## src/kqsb_ram.sv

```systemverilog
// Generic single-port-write, single-port-read RAM with registered read data.
// No dependencies.
`default_nettype none

module kqsb_ram #(
  parameter int WIDTH = 8,
  parameter int DEPTH = 16,
  parameter int AW    = (DEPTH > 1) ? $clog2(DEPTH) : 1
) (
  input  logic             clk,
  input  logic             wr_en,
  input  logic [AW-1:0]    wr_addr,
  input  logic [WIDTH-1:0] wr_data,
  input  logic             rd_en,
  input  logic [AW-1:0]    rd_addr,
  output logic [WIDTH-1:0] rd_data
);

  logic [WIDTH-1:0] mem_r [DEPTH];
  logic [WIDTH-1:0] rd_data_r;

  // Write port and registered read port; read data holds when not read
  always_ff @(posedge clk) begin
    if (wr_en) begin
      mem_r[wr_addr] <= wr_data;
    end
    if (rd_en) begin
      rd_data_r <= mem_r[rd_addr];
    end
  end

  assign rd_data = rd_data_r;

endmodule

`default_nettype wire

```

## config.mk

```make
export PLATFORM = sky130hd
export DESIGN_NAME = kqsb_ram
export DESIGN_NICKNAME = d
export VERILOG_FILES = /design/src/kqsb_ram.sv
export SDC_FILE = /design/constraint.sdc
export NUM_CORES = 1
export LEC_CHECK = 0
export ABC_CLOCK_PERIOD_IN_PS = 2600
export BUFFER_PORTS_ARGS = -buffer_cell sky130_fd_sc_hd__buf_2
export CAP_MARGIN = 5
export CORE_MARGIN = 1.5
export CORE_UTILIZATION = 30
export CTS_CLUSTER_SIZE = 10
export DETAILED_ROUTE_END_ITERATION = 6
export MAX_ROUTING_LAYER = met4
export PLACE_DENSITY = 0.44
export SETUP_SLACK_MARGIN = 0.5
export SLEW_MARGIN = 40
export SYNTH_ARGS = -nofsm -noshare
export SYNTH_HDL_FRONTEND = slang
export SYNTH_SLANG_ARGS = --single-unit
```

## constraint.sdc

```tcl
create_clock -name clk -period 2.6 [get_ports clk]
set_input_delay 0.78 -clock clk [delete_from_list [all_inputs] [get_ports clk]]
set_output_delay 0.78 -clock clk [all_outputs]
set_load 0.1 [all_outputs]
```

Word level (Yosys, flattened, before mapping). Memory sizes are Yosys's and may differ from the RTL's. A register that Yosys moved wholly into a read port is not among the register bits. Cells that the tools add are included.

Flip-flop bits (word level): 0. RAM bits: 128. Output and inout port bits: 8. Word-level logic and storage cells: 3. Memories: 1.

Memories: mem_r (depth 16, bits a word 8, read ports 1, clocked after Yosys merged registers in 1, wr ports 1, line 19) `logic [WIDTH-1:0] mem_r [DEPTH];`.

Mux-type cells: 2.

Operators with widths (count): $mux 1 (2).

Depth between registers and ports, before layout.
Word-level depth: 2. Gate-level depth with buffers: 5.

Worst setup path before layout. Ideal clock, no wire load.

Path type: input to register. Start: in wr_addr[2]. End: mem mem_r[0][0] (enable). Arrival time: 1.890 ns. Required time: 2.217 ns. Setup slack: 0.327 ns. Stages: 2. Cells stage by stage: or3b_2 > nor3_1.

RTL lines: start, declared (line 12) `input logic [AW-1:0] wr_addr,`; end, declared (line 19).

No word-level cell before the write port.

Worst setup path after layout.
Start: reg rd_data_r[6], in the netlist rd_data[6], read port of mem_r. End: out rd_data[6].

RTL lines: start, declared (line 20) `logic [WIDTH-1:0] rd_data_r;`; end, declared (line 16) `output logic [WIDTH-1:0] rd_data`.

No word-level cell between the ends.

==> run metrics <==
Crit Path Class=register to output port; Die X=135 µm; clock net sink count=136; fmax=0.491 GHz; Clk pin slew, worst setup/hold paths=approximately 0.050 ns; Tcrit/Tclk final=78.3%; EDFF count, synth=roughly 140; CP startpoint=rd_data[6]; clock buffer depth=2; vias after detailed routing=2398; Synth async-reset ratio=0%; Post-DP HPWL=around 6900 µm; Ports=27; cts bufs inserted=17; Worst-Skew Late Latency=0.41 ns; GRT Total Usage=13.6%; crit path buf inv count=1; Post-Synthesis Cell Area=0.00523 mm²; combinational share of power=6.2%; CP Launch Type=register; Final ANT Viol Nets=0; Remaining Overflow, GRT=0; Crit path largest cell delay=0.46 ns; CTS tree=yes; Hold Vio Cnt, Final=0; yosys warns=0; min cycle time layout=between 2 and 2.5 ns; Seq pwr share=50.0%; synthesized net count=248; Crit Reg-Reg Startpoint=mem_r[10][3]; post-synthesis cell count=229; Synth area leaders=edfxtp_1 78%, mux4_2 7.8%, mux4_1 7.0%, a22oi_1 2.3%, nor2_1 0.93%; count of standard-cell rows=48; vias in the first global route=2591; Die Area=0.0182 mm²; Post-Layout Cell Count=522; Layout Nets=about 300; switch share=20.3%; drt initial violations=210; Leakage=2.09 nW; worst path cell trace=buf_2; commonest register cell after synthesis=edfxtp_1; FF+latch count, synth=136; MaxCap Viol Count=0; worst vdd ir=0.427 mV; PD cells=793 mW/mm²; CTS resizes=0; crit end category=output port; via/cell ratio=4.59; area leader, netlist=edfxtp_1; CTS H-Tree Depth=4; Final Slew Violations=0; Post-Syn Area per Cell=22.8 µm²; CP Data Arrival Time=between 1 and 1.5 ns; setup TNS=0 ns; Die H=135 µm; Yosys cell types=18; WL final=between 10000 and 15000 µm; final setup fails=0; post-CTS setup buffer count=0; Detailed Routing Iterations Pass 1=4; # port buffers=26; routed wire length per instance=20.7 µm; synth cell count leaders=136 x edfxtp_1, 18 x mux4_2, 16 x a22oi_1; # DRC=0; CTS Hold Bufs=0; clock power share=between 40 and 50%; share of the synthesized area in the top cell type=78.1%; Core ar.=0.0172 mm²; Slew HR=66.4%; Worst Hold Launch=rd_en; share of cells above drive strength 1=29.7%; Clock Tree Root=clkbuf_16; Seq/Total Area, Yosys=78.1%; CP top delay family=buffers and inverters; worst path required time=about 1.8 ns; first-pass GRT wire length=16400 µm; actual slew at the worst max-slew pin=about 0.51 ns; most frequent cell after synthesis=edfxtp_1; Min-Delay Path Class=input port to register; GP Congestion=0.717; largest net degree at the start of global routing=33; Psw=1.01 mW; Clock Skews=0.00427 ns; dpl cells=between 400 and 500; P&R area growth vs syn=20.0%; Power Internal=around 4.0 mW; RSZ-0062 raised after global routing=no; status=finished, final reports clean; initial core utilization=30.4%; Worst path slowest cell=buf_2; initial antenna violation count=1; CP max FO=1
worst paths after layout:
check / end / slack, ns / depth (start not counted)
setup / recovery: rd_data[6] / 0.56 / 1
hold / removal: rd_data[0] / 0.75 / 1
setup reg to reg: rd_data[3] / 1.07 / 3
hold reg to reg: rd_data[3] / 0.76 / 3
power groups by stage:
| stage | clock (mW) | combinational [mW] | sequential [mW] |
|---|---|---|---|
| 2_1_floorplan | 0 | 0.125 | 2.60 |
| 3_5_place_dp | 0 | 0.316 | 2.53 |
| 4_1_cts | 2.22 | 0.316 | 2.49 |
| 3_3_place_gp | 0 | 0.313 | 2.53 |
| 6_report | 2.18 | 0.308 | 2.49 |
| 5_1_grt | 2.34 | 0.332 | 2.49 |
stage by stage:
| stage | hold WS [ns] | util [%] | power [mW] | instance area (µm²) | worst slack (ns) |
|---|---|---|---|---|---|
| final | 0.754 | 36.5 | 4.98 | 6270 | 0.564 |
| after global routing | 0.736 | 36.5 | 5.16 | 6270 | 0.523 |
| after CTS | 0.741 | 36.5 | 5.02 | 6270 | 0.543 |
| after detailed placement | 0.740 | 33.4 | 2.85 | 5740 | 0.165 |
| after global placement | 0.747 | 33.4 | 2.84 | 5740 | 0.167 |
| after floorplan | 0.705 | - | 2.73 | 5230 | 0.538 |
kinds of logic after synthesis:
family,synth area share (%)
AO/OA/AOI/OAI,2.30
AND/OR/NAND/NOR,3.14
multiplexers,14.8
buffers and inverters,1.65
flip-flops,78.1
cells in the final DEF (no fill, tap or decap), drive strengths merged:
cell type / instances
edfxtp: 136
buf: 47
mux4: 32
clkbuf: 25
a22oi: 16
nor2: 13
nand2: 9
nor3: 4
clkinv: 3
nand3b: 2
nand2b: 2
bufinv: 2
diode: 1
nor2b: 1
and2: 1
and2b: 1
nand3: 1
or3b: 1
sequential cells by signal (all words and copies together) (netlist names):
signal and flops:
mem_r 128, rd_data 8
final cells by class:
class | count | area, µm²
Clock inverter | 5 | 73.8
Clock buffer | 25 | 455
Multi-Input combinational cell | 83 | 1060
Antenna cell | 1 | 2.50
Fill cell | 1614 | 10900
Tap cell | 225 | 282
Sequential cell | 136 | 4080
Timing Repair Buffer | 47 | 313
metal layers:
layer  routed length [µm]  GRT usage (%)  share of wire (%)  up-vias
met5                    0              -                  0        -
met4                  106           4.66               0.98        0
met3                  388           4.32                3.6       10
li1                     -              -                  -     1091
met1                 5260           18.3                 49     1257
met2                 5060           19.6                 47       40
(Power assumes the default switching activity.)
